==> src/rtl/core/scic_pkg.sv <==
`default_nettype none
package scic_pkg;

  localparam int MAX_ANCHORS = 64;
  localparam int AIDX_W      = $clog2(MAX_ANCHORS);
  localparam int CNT_W       = 7;
  localparam int TIME_W      = 32;
  localparam int SURV_W      = 17;
  localparam int METHOD_W    = 2;
  localparam int REGION_W    = 2;
  localparam int FRAC_W      = 16;
  localparam int EXP_INT_W   = 4;
  localparam int LOG_W       = 21;
  localparam int SQ_W        = SURV_W + 1;
  localparam int MUL_A_W     = 32;
  localparam int MUL_B_W     = 21;
  localparam int MUL_P_W     = MUL_A_W + MUL_B_W;
  localparam int NUM_W       = MUL_P_W;
  localparam int DEN_W       = TIME_W;
  localparam int DIV_CNT_W   = $clog2(NUM_W + 1);
  localparam int E_W         = NUM_W + 2;
  localparam int APB_AW      = 3;
  localparam int APB_DW      = 32;
  localparam int REG_SEL_BIT = 2;

  localparam logic [SURV_W-1:0] ONE_Q16 = SURV_W'(1) << FRAC_W;

  // round(2^(2^-(i+1)) * 2^16)
  localparam logic [SURV_W-1:0] EXP_STEPS [FRAC_W] = '{
    17'd92682, 17'd77936, 17'd71468, 17'd68438, 17'd66971, 17'd66250, 17'd65892, 17'd65714,
    17'd65625, 17'd65580, 17'd65558, 17'd65547, 17'd65542, 17'd65539, 17'd65537, 17'd65537
  };

  typedef enum logic {
    KIND_LOAD  = 1'b0,
    KIND_QUERY = 1'b1
  } kind_t;

  typedef enum logic [METHOD_W-1:0] {
    MTH_SURV = 2'd0,
    MTH_DENS = 2'd1,
    MTH_HAZ  = 2'd2
  } method_t;

  typedef enum logic [REGION_W-1:0] {
    RG_ZERO   = 2'd0,
    RG_EXACT  = 2'd1,
    RG_INTERP = 2'd2,
    RG_EXTRAP = 2'd3
  } region_t;

  typedef enum logic {
    REG_METHOD = 1'b0,
    REG_COUNT  = 1'b1
  } reg_idx_t;

  typedef enum logic [1:0] {
    CP_VALUE,
    CP_LIN,
    CP_HAZ
  } calc_path_t;

  typedef enum logic [4:0] {
    ST_IDLE,
    ST_SCAN_RD,
    ST_SCAN_CMP,
    ST_ROUTE,
    ST_FETCH,
    ST_CALC,
    ST_LOG_INIT,
    ST_LOG_MUL,
    ST_LOG_UPD,
    ST_HZ_D,
    ST_PROD,
    ST_DIV_START,
    ST_DIV_WAIT,
    ST_LIN_FIN,
    ST_EXP_INIT,
    ST_EXP_MUL,
    ST_EXP_UPD,
    ST_EXP_FIN,
    ST_FIN
  } state_t;

  typedef struct packed {
    logic             start;
    logic [NUM_W-1:0] num;
    logic [DEN_W-1:0] den;
  } div_req_t;

  typedef struct packed {
    logic             busy;
    logic [NUM_W-1:0] quo;
    logic             rem_nz;
  } div_rsp_t;

endpackage
`default_nettype wire

==> src/rtl/core/scic_mul.sv <==
`default_nettype none
module scic_mul import scic_pkg::*; (
  input  logic               clk,
  input  logic [MUL_A_W-1:0] a,
  input  logic [MUL_B_W-1:0] b,
  output logic [MUL_P_W-1:0] p
);

  always_ff @(posedge clk) begin
    p <= MUL_P_W'(a) * MUL_P_W'(b);
  end

endmodule
`default_nettype wire

==> config.mk <==
export PLATFORM = sky130hd
export DESIGN_NAME = scic_mul
export DESIGN_NICKNAME = d
export VERILOG_FILES = /design/src/rtl/core/scic_pkg.sv /design/src/rtl/core/scic_mul.sv
export SDC_FILE = /design/constraint.sdc
export NUM_CORES = 2
export LEC_CHECK = 0
export ABC_AREA = 1
export ABC_CLOCK_PERIOD_IN_PS = 20100
export BUFFER_PORTS_ARGS = -buffer_cell sky130_fd_sc_hd__buf_2
export CORE_MARGIN = 4
export CORE_UTILIZATION = 70
export CTS_CLUSTER_SIZE = 20
export DETAILED_ROUTE_END_ITERATION = 10
export PLACE_DENSITY = 0.95
export SETUP_SLACK_MARGIN = 0.1
export SLEW_MARGIN = 25
export SYNTH_ARGS = -nofsm -noshare
export SYNTH_HDL_FRONTEND = slang
export SYNTH_SLANG_ARGS = --single-unit
==> constraint.sdc <==
create_clock -name clk -period 20.1 [get_ports clk]
set_clock_uncertainty 0.1 [all_clocks]
set_input_delay 3.015 -clock clk [delete_from_list [all_inputs] [get_ports clk]]
set_output_delay 3.015 -clock clk [all_outputs]
set_load 0.005 [all_outputs]
==> impl_metrics.csv <==
group,metric,value,unit
synth,syn_nets,4173,
synth,synth.distinct_cells,27,
synth,yosysWarnings,0,
global_route,antenna_found_initial,1,
cells_and_area,area_growth,3.16,%
setup_path,critPathLaunchType,"input port",
synth,syn_area,24700,µm²
floorplan,die_w,196,µm
synth,ys_seq_elements,53,
cells_and_area,most-common-layout-cells,"inv_1 (1179), nand2_1 (1035), fa_1 (567)",
clock_network,numCtsBuffers,5,
sta,finalSetupViolations,0,
placement,gp_congestion,1.02,
floorplan,io_pins,107,
routing,final_antenna_net_count,0,
cells_and_area,top_register,"p",
synth,netlist.area_leader.share,46.0,%
setup_path,end_kind,"flip-flop",
setup_path,worstPathRequired,20.20,ns
sta,worst_pin_slew,0.862,ns
cells_and_area,register_area,1060,µm²
floorplan,die_h,196,µm
sta,relSlewSlack,42.6,%
clock_network,root_buffer,"clkbuf_16",
sta,timing.hold.ws,3.11,ns
setup_path,crit_fanout,32,
routing,drtIter0Drc,2107,
sta,fmax,108,MHz
floorplan,core,34600,µm²
synth,synthTopCellsByArea,"fa_1 (46%), inv_1 (18%), nand2_1 (16%), ha_1 (8.3%), dfxtp_1 (4.3%)",
floorplan,initial_core_util,71.3,%
sta,drv_slew,0,
cells_and_area,fill_cells,2354,
placement,dp_hpwl,55.6,mm
clock_network,cts_max_level,2,
setup_path,path_class,"in -> reg",
floorplan,die_area,38300,µm²
sta,rsz0062_at_grt,"false",
routing,wl_per_cell,17.6,µm
routing,via_count,21000,
synth,synth_edf_count,0,
cells_and_area,top_regs,"p x53",
global_route,grt_pass1_vias,23000,
synth,synth-main-ff-cell,"dfxtp_1",
global_route,grt_pass1_wl,112,mm
sta,setup_tns,0,ns
flow_run,drv_cap,0,
synth,async_flop_share,0,%
clock_network,clk_path_buf_depth,2,
cells_and_area,layout_commonest_cell,"inv_1",
setup_path,critical_path_arrival,9.36,ns
cells_and_area,drive_gt1_share,3.94,%
synth,yosysTopAreaCell,"fa_1",
floorplan,rows,68,
clock_network,postCtsSetupBuffers,0,
sta,finalCritPeriodShare,46.1,%
min_path,hold_path.class,"in -> reg",
routing,finalWirelength,67.3,mm
routing,avgViaCountPerCell,5.48,
clock_network,cts_tree,"built",
clock_network,cts_resized,0,
run_status,status,"completed",
sta,hold_viol_final,0,
routing,drc_errors,0,
synth,syn_avg_cell_area,7.29,µm²
sta,fin_crit,9.26,ns
cells_and_area,largest_reg_flops,53,
cells_and_area,multiInputGateArea,18700,µm²
synth,netlist_instances,3389,
synth,synth-seq-area-share,4.30,%
global_route,grt_max_degree,33,
global_route,overflow,0,
cells_and_area,nNetsFinal,4159,
placement,numPortBuffers,106,
clock_network,cts_sinks,53,
routing,drtPass1Iterations,9,
clock_network,postCtsHoldBufs,0,
global_route,grt_usage,36.2,%
clock_network,clk_pin_slew,0.07,ns
[critical path, stage by stage]
cell	delay (ns)
buf_2	0.61
nand2_1	0.11
inv_1	0.11
fa_1	0.43
fa_1	0.53
inv_1	0.06
fa_1	0.49
inv_1	0.06
fa_1	0.49
inv_1	0.05
fa_1	0.58
inv_1	0.07
fa_1	0.49
inv_1	0.06
fa_1	0.53
inv_1	0.06
ha_1	0.40
nand2_1	0.17
nor2_1	0.23
and2_1	0.19
nand2_1	0.08
nand3_2	0.10
nand2_1	0.08
nand2_1	0.08
xor2_1	0.25
[final cells by class]
| type | instances | share of cell area, % |
|---|---|---|
| Multi-Input combinational cell | 2030 | 73.5 |
| Inverter | 1179 | 17.4 |
| Sequential cell | 53 | 4.17 |
| Tap cell | 455 | 2.24 |
| Timing Repair Buffer | 106 | 2.08 |
| Clock buffer | 5 | 0.491 |
| Clock inverter | 3 | 0.113 |
| Antenna cell | 1 | 0.00982 |
[cell usage after synthesis (all sizes together) (10+ instances only)]
master and n:
a21oi 36, xor2 30, inv 1179, nand3 41, clkbuf 127, ha 163
nand2 1041, nand4 10, o21ai 11, dfxtp 53, fa 567, nor2 93
[worst paths after layout]
check | start | end | slack (ns) | cells past startpoint
hold / removal | a[0] | p[0] | 3.11 | 3
setup / recovery | b[3] | p[32] | 10.84 | 25
[kinds of logic (layout without fill, tap and decap cells)]
logic type / count (synthesis) / count (layout) / synth area share [%]
xor+xnor: 35 / 35 / 1.24
compound gates: 55 / 55 / 1.21
buf+inv: 1306 / 1293 / 19.9
fa+ha+maj: 730 / 730 / 54.2
simple gates: 1210 / 1210 / 19.2
flops: 53 / 53 / 4.30
other cells: 0 / 1 / 0
[per-stage QoR]
stage	utilization, %	std cells	worst slack [ns]	area [µm²]
floorplan	-	3389	11.72	24700
global placement	73.1	3823	10.68	25300
detailed placement	73.1	3823	10.63	25300
CTS	73.5	3831	10.94	25500
global route	73.6	3832	10.49	25500
finish	73.6	3832	10.84	25500
[per-layer routing]
| metal | wire [µm] | vias to the layer above | global-route usage, % |
|---|---|---|---|
| li1 | - | 9164 | - |
| met1 | 22900 | 9987 | 45.7 |
| met2 | 32200 | 1503 | 60.4 |
| met3 | 8630 | 352 | 8.14 |
| met4 | 3600 | 0 | 15.7 |
| met5 | 0 | - | 0 |
Power is not shown: default switching activity piles up to over one toggle a cycle in this logic, so the estimate is an artifact.
