--- src/rtl/core/scic_pkg.sv ---
`default_nettype none
package scic_pkg;

  localparam int MAX_ANCHORS = 64;
  localparam int AIDX_W      = $clog2(MAX_ANCHORS);
  localparam int CNT_W       = 7;
  localparam int TIME_W      = 32;
  localparam int SURV_W      = 17;
  localparam int METHOD_W    = 2;
  localparam int REGION_W    = 2;
  localparam int FRAC_W      = 16;
  localparam int EXP_INT_W   = 4;
  localparam int LOG_W       = 21;
  localparam int SQ_W        = SURV_W + 1;
  localparam int MUL_A_W     = 32;
  localparam int MUL_B_W     = 21;
  localparam int MUL_P_W     = MUL_A_W + MUL_B_W;
  localparam int NUM_W       = MUL_P_W;
  localparam int DEN_W       = TIME_W;
  localparam int DIV_CNT_W   = $clog2(NUM_W + 1);
  localparam int E_W         = NUM_W + 2;
  localparam int APB_AW      = 3;
  localparam int APB_DW      = 32;
  localparam int REG_SEL_BIT = 2;

  localparam logic [SURV_W-1:0] ONE_Q16 = SURV_W'(1) << FRAC_W;

  // round(2^(2^-(i+1)) * 2^16)
  localparam logic [SURV_W-1:0] EXP_STEPS [FRAC_W] = '{
    17'd92682, 17'd77936, 17'd71468, 17'd68438, 17'd66971, 17'd66250, 17'd65892, 17'd65714,
    17'd65625, 17'd65580, 17'd65558, 17'd65547, 17'd65542, 17'd65539, 17'd65537, 17'd65537
  };

  typedef enum logic {
    KIND_LOAD  = 1'b0,
    KIND_QUERY = 1'b1
  } kind_t;

  typedef enum logic [METHOD_W-1:0] {
    MTH_SURV = 2'd0,
    MTH_DENS = 2'd1,
    MTH_HAZ  = 2'd2
  } method_t;

  typedef enum logic [REGION_W-1:0] {
    RG_ZERO   = 2'd0,
    RG_EXACT  = 2'd1,
    RG_INTERP = 2'd2,
    RG_EXTRAP = 2'd3
  } region_t;

  typedef enum logic {
    REG_METHOD = 1'b0,
    REG_COUNT  = 1'b1
  } reg_idx_t;

  typedef enum logic [1:0] {
    CP_VALUE,
    CP_LIN,
    CP_HAZ
  } calc_path_t;

  typedef enum logic [4:0] {
    ST_IDLE,
    ST_SCAN_RD,
    ST_SCAN_CMP,
    ST_ROUTE,
    ST_FETCH,
    ST_CALC,
    ST_LOG_INIT,
    ST_LOG_MUL,
    ST_LOG_UPD,
    ST_HZ_D,
    ST_PROD,
    ST_DIV_START,
    ST_DIV_WAIT,
    ST_LIN_FIN,
    ST_EXP_INIT,
    ST_EXP_MUL,
    ST_EXP_UPD,
    ST_EXP_FIN,
    ST_FIN
  } state_t;

  typedef struct packed {
    logic             start;
    logic [NUM_W-1:0] num;
    logic [DEN_W-1:0] den;
  } div_req_t;

  typedef struct packed {
    logic             busy;
    logic [NUM_W-1:0] quo;
    logic             rem_nz;
  } div_rsp_t;

endpackage
`default_nettype wire

--- src/rtl/core/scic_div.sv ---
`default_nettype none
module scic_div import scic_pkg::*; (
  input  logic     clk,
  input  logic     rst,
  input  div_req_t req,
  output div_rsp_t rsp
);

  logic                 busy;
  logic [DIV_CNT_W-1:0] cnt;
  logic [NUM_W-1:0]     qn;
  logic [DEN_W-1:0]     rem;
  logic [DEN_W-1:0]     den;
  logic [DEN_W:0]       rsh;
  logic [DEN_W:0]       rdiff;
  logic                 ge;

  // restoring step: one quotient bit per cycle, shifted into qn
  always_comb begin
    rsh   = {rem, qn[NUM_W-1]};
    rdiff = rsh - {1'b0, den};
    ge    = (rsh >= {1'b0, den});
  end

  always_ff @(posedge clk) begin
    if (rst) begin
      busy <= 1'b0;
      cnt  <= '0;
    end else if (req.start) begin
      busy <= 1'b1;
      cnt  <= DIV_CNT_W'(NUM_W);
    end else if (busy) begin
      cnt <= cnt - DIV_CNT_W'(1);
      if (cnt == DIV_CNT_W'(1)) begin
        busy <= 1'b0;
      end
    end
  end

  always_ff @(posedge clk) begin
    if (req.start) begin
      qn  <= req.num;
      rem <= '0;
      den <= req.den;
    end else if (busy) begin
      qn  <= {qn[NUM_W-2:0], ge};
      rem <= ge ? rdiff[DEN_W-1:0] : rsh[DEN_W-1:0];
    end
  end

  assign rsp.busy   = busy;
  assign rsp.quo    = qn;
  assign rsp.rem_nz = |rem;

endmodule
`default_nettype wire

--- config.mk ---
export PLATFORM = sky130hd
export DESIGN_NAME = scic_div
export DESIGN_NICKNAME = d
export VERILOG_FILES = /design/src/rtl/core/scic_pkg.sv /design/src/rtl/core/scic_div.sv
export SDC_FILE = /design/constraint.sdc
export NUM_CORES = 1
export LEC_CHECK = 0
export ABC_AREA = 1
export BUFFER_PORTS_ARGS = -buffer_cell sky130_fd_sc_hd__buf_4
export CORE_MARGIN = 2
export CORE_UTILIZATION = 30
export CTS_CLUSTER_SIZE = 40
export DETAILED_ROUTE_END_ITERATION = 10
export PLACE_DENSITY = 0.48
export RECOVER_POWER = 50
export SYNTH_ARGS = -nofsm -noshare
export SYNTH_HDL_FRONTEND = slang
export SYNTH_SLANG_ARGS = --single-unit
--- constraint.sdc ---
create_clock -name clk -period 5.6 [get_ports clk]
set_input_delay 1.12 -clock clk [delete_from_list [all_inputs] [get_ports clk]]
set_output_delay 1.12 -clock clk [all_outputs]
set_load 0.01 [all_outputs]
==> metrics.md, run 1 <==
| Metric | Value |
|---|---|
| Status | finished with violations |
| Failing checks | capacitance limit, slew limit |
| Leakage power | 5.03 nW |
| Total GRT Usage | 0.172 |
| Synthesized area | 7890 um^2 |
| Port buffer count | 142 |
| IO Pins | 143 |
| Fin. max-slew vios | 30 |
| Post-route clock period utilization | 0.675 |
| Sequential Area | 3330 um^2 |
| Root buffer selected by CTS | clkbuf_16 |
| Worst IR Drop VDD | 141 uV |
| Clock latency of the later-clocked register in the worst-skew pair | 0.43 ns |
| Full die area | 27600 um^2 |
| First-pass GRT wire length | 37700 um |
| DRC | 0 |
| Setup TNS after final layout | 0 ns |
| ANT nets after route | 0 |
| Dpl cells | 1573 |
| Finished layout cell area | 9670 um^2 |
| Synth Register Bits | 124 |
| Synth warnings | 0 |
| Comb pwr share | 0.125 |
| Gate Count Post-Synth | 1119 |
| Startpoint Class | input pin |
| Int Pwr | 0.00183 W |
| GRT Residual Overflow | 0 |
| Initial Utilization | 0.304 |
| RSZ-0062 raised after global routing | no |
| Max Cap Viol | 1 |
| Primary FF master, synth | edfxtp_1 |
| Synth cell count leaders | 477 x nand2_1, 196 x inv_1, 85 x edfxtp_1 |
| Met1 usage | 0.237 |
| Crit path time final | 3.78 ns |
| Cts bufs inserted | 17 |
| Sw Share | 0.295 |
| Post-place instance area | 9260 um^2 |
| Share of layout cells above drive strength 1 | 0.119 |
| CP endpoint kind | flip-flop |
| Fraction of registers with async set/reset | 0 |
| Vias in the first global route | 7044 |
| Via density | 4.48 |
| Most Crowded Layer GR | met2 |
| Fin nets | 1380 |
| Synth top area share | 0.324 |
| Peak Freq | 0.264 GHz |
| Largest net degree at the start of global routing | 63 |
| Fin Clk Skew | 0.0117 ns |
| Initial DRC Count | 439 |
| Area contributors post-synth | edfxtp_1 32%, nand2_1 23%, dfxtp_1 9.9% |
| Sequential power share | 0.423 |
| GPL Wtd Cong | 0.893 |
| CP Class | in -> reg |
| DR vias | 7191 |
| Filler cells | 2804 |
| Synthesized Nets | 1242 |
| N_diodes | 0 |
| Worst-path clk slew | 0.06 ns |
| Routing usage on met2 | 0.262 |
| Hold Buf Count CTS | 0 |
| CTS max path bufs | 2 |
| # H-tree levels | 4 |
| Post-CTS Setup Repair Bufs | 0 |
| Worst hold path class | reg -> reg |
| Count of unique library cells instantiated by Yosys | 37 |
| WL final | 23200 um |
| Antenna violations before repair | 0 |
| Cell with the most instances after synthesis | nand2_1 |
| Slew @ Worst Pin | 1.68 ns |
| Seq/Total Area, Yosys | 0.423 |
| Met3 Use GR | 0.0481 |
| Pre-antenna DRT Iters | 5 |
| PD cells | 268 nW/um^2 |
| Footprint of the multi-input gates | 3660 um^2 |
| Final hold vios | 0 |
| CTS tree | yes |
| Die H | 166 um |
| Syn_area_per_cell | 7.05 um^2 |
| Non-filler cells, final | 1605 |
| Sink Count | 124 |
| WHS | 0.466 ns |
| Worst EP required | 5.69 ns |
| Switching power | 0.000763 W |
| Tot Pwr | 0.00259 W |
| Crit Path Max Fanout | 40 |
| Core ar. | 25900 um^2 |
| Clk pwr share | 0.453 |
| Die width | 166 um |
| Detailed Place HPWL | 17600 um |
| Top cell type by total area after synthesis | edfxtp_1 |
| FP Rows | 59 |
| Slew margin rel. | -0.123 |
| Syn-to-layout area delta | 22.6% |
| Post-CTS resize count | 0 |
| Post-synth EDFFs | 85 |
| Critical Path AT | 3.87 ns |
| Setup violators final | 0 |
| DR WL/cell | 14.5 um |
==> metrics by stage <==
step	worst slack (ns)	util
floorplan	2.22	-
global placement	2.23	0.357
detailed placement	2.20	0.357
CTS	2.27	0.381
global route	1.42	0.373
finish	1.82	0.373
==> cell type report <==
type,count,area share
Clock inverter,15,0.0197
Multi-Input combinational cell,769,0.379
Timing Repair Buffer,147,0.0924
Sequential cell,124,0.345
Inverter,198,0.0769
Clock buffer,17,0.0440
Tap cell,335,0.0434
==> metal layers <==
layer	up-vias	share of wire	wire length, um
met5	-	0	0
met1	3233	0.49	11400
met2	172	0.43	9910
met4	0	0.022	508
met3	25	0.061	1420
li1	3761	-	-
==> worst paths after layout <==
check | depth (start not counted) | start | end | slack (ns)
setup reg to reg | 15 | den[20] | rem[29] | 2.53
setup / recovery | 5 | req[85] | qn[29] | 1.82
hold reg to reg | 2 | cnt[4] | cnt[4] | 0.47
hold / removal | 2 | cnt[4] | cnt[4] | 0.47
==> power by group through the flow <==
stage,clock [W],combinational (W),sequential [W]
2_1_floorplan,0,0.000166,0.00113
3_3_place_gp,0,0.000359,0.00112
3_5_place_dp,0,0.000362,0.00111
4_1_cts,0.00120,0.000362,0.00110
5_1_grt,0.00123,0.000366,0.00110
6_report,0.00117,0.000323,0.00109
==> state kept, by name, summed over array words and instances (netlist names) <==
register	cells
rem	32
busy	1
qn	53
den	32
cnt	6
==> placed cells by master (no fill, tap or decap), drive strengths merged, types with 20 or more instances in the layout <==
cell,n
nand2,489
edfxtp,85
clkbuf,104
a21oi,20
nor2,56
dfxtp,39
inv,208
ha,34
buf,60
nand3,85
==> cell families after synthesis <==
group | after synthesis | synth area share
AND/OR/NAND/NOR | 675 | 0.361
buffers and inverters | 226 | 0.113
flip-flops | 124 | 0.423
AO/OA/AOI/OAI | 45 | 0.0309
adder cells (fa/ha/maj) | 35 | 0.0565
XOR/XNOR | 14 | 0.0155
==> critical path, cell delays in order <==
cell and delay, ns:
clkbuf_1 1.18, nor2_1 0.06, buf_4 0.29, inv_2 0.65, buf_4 0.47
(Power assumes the default switching activity.)
==> inputs of run 2 (changes only) <==
PLACE_DENSITY = 0.5   (was 0.48)
clock period = 3.25 ns   (was 5.6 ns; I/O delays follow)
==> run 2 against run 1 <==
  * The run now ends clean
  * Sequential power is 73% higher
  * Clock power is 81% higher
  * Clock skew rose by 0.00093 ns
  * Critical path depth did not move
  * Via count up 1.5%
  * Core utilization rose by 0.92 points
  * Flip-flop and latch count stayed put
  * Clock-buffer cell count is 1 higher
  * Total power up 78%
  * Register-to-register slack worse by 1.8 ns
  * Design area rose by 2.5%
==> metrics.md, run 2 (synthesized netlist as in run 1, its figures left out) <==
| Metric | Value |
|---|---|
| Status | finished clean |
| WHS Path Cells | 2 (unchanged) |
| WHS | 0.375 ns (-0.0906 ns) |
| Largest regs | qn (53), den (32), rem (32) |
| Detailed Place HPWL | 18000 um (+2.3%) |
| Post-route clock period utilization | 0.856 |
| Setup violators final | 0 (unchanged) |
| Clk pwr share | 0.458 (+0.005) |
| Most frequent cells in the layout | 477 x nand2_1, 196 x inv_1, 114 x buf_4 |
| Slew margin rel. | 0.0284 (+0.152) |
| DR vias | 7298 (+1.5%) |
| Fin util | 0.382 (+0.00922) |
| Tot Pwr | 0.00462 W (+78%) |
| Pre-antenna DRT Iters | 7 (+2) |
| Footprint of the multi-input gates | 3660 um^2 (unchanged) |
| RR Endpoint | qn[18] |
| Crit path time final | 2.78 ns |
| First-pass GRT wire length | 38700 um (+2.5%) |
| Worst hold path class | in -> reg |
| WL final | 23900 um (+2.6%) |
| Finished layout cell area | 9900 um^2 (+2.5%) |
| Post-CTS resize count | 0 (unchanged) |
| Filler cells | 2786 (-0.64%) |
| Port buffer count | 142 (unchanged) |
| Initial DRC Count | 424 (-3.4%) |
| Post-CTS Setup Repair Bufs | 0 (unchanged) |
| FP Rows | 59 (unchanged) |
| GRT Residual Overflow | 0 (unchanged) |
| Switching power | 0.00123 W (+61%) |
| Critical Path AT | 2.13 ns (-1.74 ns) |
| IO Pins | 143 (unchanged) |
| Crit Path Max Fanout | 3 (-93%) |
| Most common cell after layout, fill and taps aside | nand2_1 |
| Die width | 166 um (unchanged) |
| Sink Count | 124 (unchanged) |
| Hold Buf Count CTS | 0 (unchanged) |
| Fin. max-slew vios | 0 (-100%) |
| Sw Share | 0.266 (-0.0287) |
| Cts bufs inserted | 17 (unchanged) |
| Largest net degree at the start of global routing | 67 (+6.3%) |
| R2R cell count | 3 (-12) |
| Comb pwr share | 0.133 (+0.008) |
| Die H | 166 um (unchanged) |
| GPL Wtd Cong | 0.915 (+2.5%) |
| Initial Utilization | 0.304 (unchanged) |
| Root buffer selected by CTS | clkbuf_16 |
| Share of layout cells above drive strength 1 | 0.161 (+0.0421) |
| CTS tree | yes |
| PD cells | 466 nW/um^2 (+74%) |
| Top reg by flops | qn |
| Max Cap Viol | 0 (-1) |
| # H-tree levels | 4 (unchanged) |
| RSZ-0062 raised after global routing | no |
| Via density | 4.54 (+1.3%) |
| Leakage power | 5.25 nW (+4.3%) |
| Int Pwr | 0.00339 W (+86%) |
| Startpoint Class | flip-flop |
| N_diodes | 0 (unchanged) |
| CP Class | reg -> out |
| Core ar. | 25900 um^2 (unchanged) |
| Total GRT Usage | 0.177 (+0.00522) |
| Hold Startpoint | rst |
| Worst-path clk slew | 0.07 ns (about the same) |
| Clock latency of the later-clocked register in the worst-skew pair | 0.43 ns (about the same) |
| Sequential power share | 0.408 (-0.015) |
| Worst EP required | 2.60 ns (-3.09 ns) |
| Reg2reg setup slack | 0.69 ns (-1.84 ns) |
| Post-place instance area | 9300 um^2 (+0.38%) |
| Fin nets | 1383 (+0.22%) |
| Worst Hold End | cnt[4] |
| CP endpoint kind | output port |
| Worst IR Drop VDD | 288 uV (+100%) |
| Start of the worst register-to-register path | busy |
| CTS max path bufs | 2 (unchanged) |
| Peak Freq | 0.360 GHz |
| Sequential Area | 3330 um^2 (unchanged) |
| DR WL/cell | 14.8 um (+2.4%) |
| Setup TNS after final layout | 0 ns (unchanged) |
| Antenna violations before repair | 0 (unchanged) |
| Syn-to-layout area delta | 25.6% |
| Vias in the first global route | 7259 (+3.1%) |
| DRC | 0 (unchanged) |
| Number of flip-flops in the largest register | 53 (unchanged) |
| Slew @ Worst Pin | 1.46 ns (-0.228 ns) |
| ANT nets after route | 0 (unchanged) |
| Full die area | 27600 um^2 (unchanged) |
| Fin Clk Skew | 0.0126 ns (+0.000932 ns) |
| Final hold vios | 0 (unchanged) |
==> run 2: routing by layer <==
layer,up-vias,GRT usage,wire length [um]
li1,3769,-,-
met1,3279,0.232,11000
met2,221,0.273,10300
met3,29,0.0646,2060
met4,0,0.0560,493
met5,-,0,0
==> run 2: power groups by stage <==
stage,combinational (W),clock (W),sequential (W)
global route,0.000693,0.00222,0.00190
floorplan,0.000286,0,0.00194
detailed placement,0.000632,0,0.00191
finish,0.000615,0.00212,0.00189
CTS,0.000632,0.00216,0.00189
global placement,0.000632,0,0.00192
==> run 2: area by class of cell <==
class                           instances  share of cell area
Sequential cell                       124               0.337
Tap cell                              335              0.0423
Inverter                              198              0.0750
Clock inverter                         14              0.0211
Clock buffer                           18              0.0433
Timing Repair Buffer                  150               0.112
Multi-Input combinational cell        769               0.370
==> run 2: how the worst max path moves through the flow <==
stage	startpoint	endpoint	slack [ns]	depth (start not counted)
final	rem[14]	rsp[0]	0.47	5
after floorplan	req[85]	qn[0]	0.34	3
after global placement	rem[19]	rem[31]	0.76	16
after global routing	req[85]	qn[20]	0.31	4
after CTS	rem[14]	rsp[0]	0.45	5
after detailed placement	rem[19]	rem[31]	0.75	16
==> run 2: critical path: stages (launching register included) <==
cell	delay (ns)
dfxtp_1	0.33
inv_1	0.12
nand4_1	0.18
nor4_1	0.59
nand4_1	0.26
buf_4	0.22
==> run 2: through the flow <==
step           setup WS (ns)  cells
2_1_floorplan          0.342   1119
3_3_place_gp           0.762   1576
3_5_place_dp           0.753   1576
4_1_cts                0.453   1608
5_1_grt                0.308   1608
6_report               0.469   1608
==> inputs of run 3 (changes only) <==
BUFFER_PORTS_ARGS = -buffer_cell sky130_fd_sc_hd__buf_2   (was -buffer_cell sky130_fd_sc_hd__buf_4)
==> run 3 against run 2 <==
  * Worst hold slack better by 0.017 ns
  * Fmax is 6.8% higher
  * Die area stayed put
  * Total power is 2.9% lower
  * Core utilization is 1.4 points lower
  * Flip-flop and latch count stayed put
  * Clock power is 3% lower
  * Final cell count is 0.12% higher
  * Critical endpoint is now rem[15]
  * Largest power group unchanged
==> metrics.md, run 3 (synthesized netlist as in run 1, its figures left out) <==
| Metric | Value |
|---|---|
| Worst IR Drop VDD | 281 uV (-2.3%) |
| Critical Path AT | 2.92 ns (+0.79 ns) |
| Most common cell after layout, fill and taps aside | nand2_1 |
| Sink Count | 124 (unchanged) |
| PD cells | 470 nW/um^2 (+0.80%) |
| Most frequent cells in the layout | 477 x nand2_1, 196 x inv_1, 129 x buf_2 |
| Critical-path top delay cell | buf_4 |
| Sequential power share | 0.420 (+0.012) |
| Setup violators final | 0 (unchanged) |
| Slew @ Worst Pin | 1.00 ns (-0.455 ns) |
| Max Cap Viol | 0 (unchanged) |
| Post-CTS Setup Repair Bufs | 0 (unchanged) |
| Antenna violations before repair | 1 (+1) |
| Finished layout cell area | 9540 um^2 (-3.7%) |
| Worst path max stage delay | 0.39 ns (-0.20 ns) |
| Crit path time final | 2.61 ns (-0.176 ns) |
| # H-tree levels | 4 (unchanged) |
| Startpoint Class | flip-flop |
| WL final | 24500 um (+2.5%) |
| Root buffer selected by CTS | clkbuf_16 |
| Worst path bufs/invs | 3 (+1) |
| Fin. max-slew vios | 0 (unchanged) |
| Crit Path Max Fanout | 26 (+23) |
| GPL Wtd Cong | 0.920 (+0.45%) |
| CP endpoint kind | flip-flop |
| Full die area | 27600 um^2 (unchanged) |
| Total GRT Usage | 0.182 (+0.00487) |
| Peak Freq | 0.384 GHz (+6.8%) |
| IO Pins | 143 (unchanged) |
| Post-CTS resize count | 0 (unchanged) |
| Initial DRC Count | 398 (-6.1%) |
| Leakage power | 5.10 nW (-2.9%) |
| CTS max path bufs | 2 (unchanged) |
| Status | finished clean |
| Fin nets | 1383 (unchanged) |
| Largest net degree at the start of global routing | 80 (+19%) |
| Setup TNS after final layout | 0 ns (unchanged) |
| Clock latency of the later-clocked register in the worst-skew pair | 0.43 ns (about the same) |
| Worst hold path class | in -> reg |
| Syn-to-layout area delta | 21.0% |
| First-pass GRT wire length | 39500 um (+2.2%) |
| CTS tree | yes |
| Slew margin rel. | 0.332 (+0.303) |
| CP Class | reg -> reg |
| Detailed Place HPWL | 18400 um (+2.4%) |
| Via density | 4.55 (+0.15%) |
| Port buffer count | 142 (unchanged) |
| GRT Residual Overflow | 0 (unchanged) |
| Core ar. | 25900 um^2 (unchanged) |
| Fin Clk Skew | 0.0218 ns (+0.00912 ns) |
| Comb pwr share | 0.123 (-0.010) |
| RSZ-0062 raised after global routing | no |
| Top reg by flops | qn |
| Worst-path clk slew | 0.07 ns (about the same) |
| Worst EP required | 3.57 ns (+0.97 ns) |
| Cts bufs inserted | 17 (unchanged) |
| Final hold vios | 0 (unchanged) |
| Pre-antenna DRT Iters | 5 (-2) |
| Initial Utilization | 0.304 (unchanged) |
| Switching power | 0.00124 W (+0.93%) |
| Int Pwr | 0.00324 W (-4.3%) |
| CP top delay family | simple AND/OR/NAND/NOR gates |
| Die H | 166 um (unchanged) |
| ANT nets after route | 0 (unchanged) |
| Post-place instance area | 8950 um^2 (-3.7%) |
| Most used cell, CP | nand2_1 |
| Number of flip-flops in the largest register | 53 (unchanged) |
| Sw Share | 0.276 (+0.0105) |
| Share of layout cells above drive strength 1 | 0.153 (-0.00786) |
| Vias in the first global route | 7357 (+1.4%) |
| DRC | 0 (unchanged) |
| FP Rows | 59 (unchanged) |
| DR vias | 7318 (+0.27%) |
| Largest regs | qn (53), den (32), rem (32) |
| Clk pwr share | 0.457 (about the same) |
| Crit-path cells | inv_1 > ha_1 > nand2_2 > inv_1 > a21oi_1 > nand2_1 > nand2_1 > nand2_1 > nor2_4 > buf_4 > nand3_1 > nand3_1 > nand2_1 |
| Post-route clock period utilization | 0.802 (-0.0541) |
| Die width | 166 um (unchanged) |
| Hold Buf Count CTS | 0 (unchanged) |
| DR WL/cell | 15.2 um (+2.4%) |
## run 3: changes by cell type in the layout (fill, tap and decap cells not counted), sizes merged
cell,change
clkinvlp,+2
buf,+22
bufinv,-1
diode,+2
inv,+1
clkbuf,-22
clkinv,-2
## run 3: final cells by class
cell class | instances | area, um^2
fillers | 2793 | 16400
multi-input cells | 769 | 3660
flip-flops and latches | 124 | 3330
repair buffers | 150 | 767
inverters | 198 | 743
clock buffers | 18 | 429
well taps | 335 | 419
clock inverters | 14 | 183
diodes | 2 | 5.00
## run 3: routing by layer
layer,vias to the layer above,share of wire,routed length [um],track usage
met5,-,0,0,0
met4,0,0.015,370,0.0533
met3,29,0.068,1670,0.0481
met2,219,0.45,11000,0.296
met1,3302,0.47,11400,0.239
li1,3768,-,-,-
## run 3: power groups by stage
stage,sequential [W],clock (W),combinational (W)
CTS,0.00188,0.00210,0.000565
global placement,0.00191,0,0.000564
detailed placement,0.00191,0,0.000565
floorplan,0.00194,0,0.000286
finish,0.00188,0.00205,0.000550
global route,0.00190,0.00215,0.000625
## run 3: per-stage QoR
| step | total power, W | instances | hold WS, ns | setup WS (ns) | util |
|---|---|---|---|---|---|
| 5_1_grt | 0.00468 | 1608 | 0.374 | 0.449 | 0.368 |
| 3_5_place_dp | 0.00248 | 1576 | 0.455 | 0.673 | 0.346 |
| 3_3_place_gp | 0.00248 | 1576 | 0.454 | 0.662 | 0.346 |
| 6_report | 0.00448 | 1610 | 0.392 | 0.645 | 0.368 |
| 2_1_floorplan | 0.00223 | 1119 | 0.437 | 0.342 | - |
| 4_1_cts | 0.00455 | 1608 | 0.374 | 0.646 | 0.369 |
## run 3: final timing paths
| path | from | endpoint | slack [ns] | cells past startpoint |
|---|---|---|---|---|
| max | den[24] | rem[15] | 0.64 | 13 |
| min reg2reg | cnt[4] | cnt[4] | 0.46 | 2 |
| min | rst | cnt[4] | 0.39 | 2 |
| max reg2reg | den[24] | rem[15] | 0.64 | 13 |
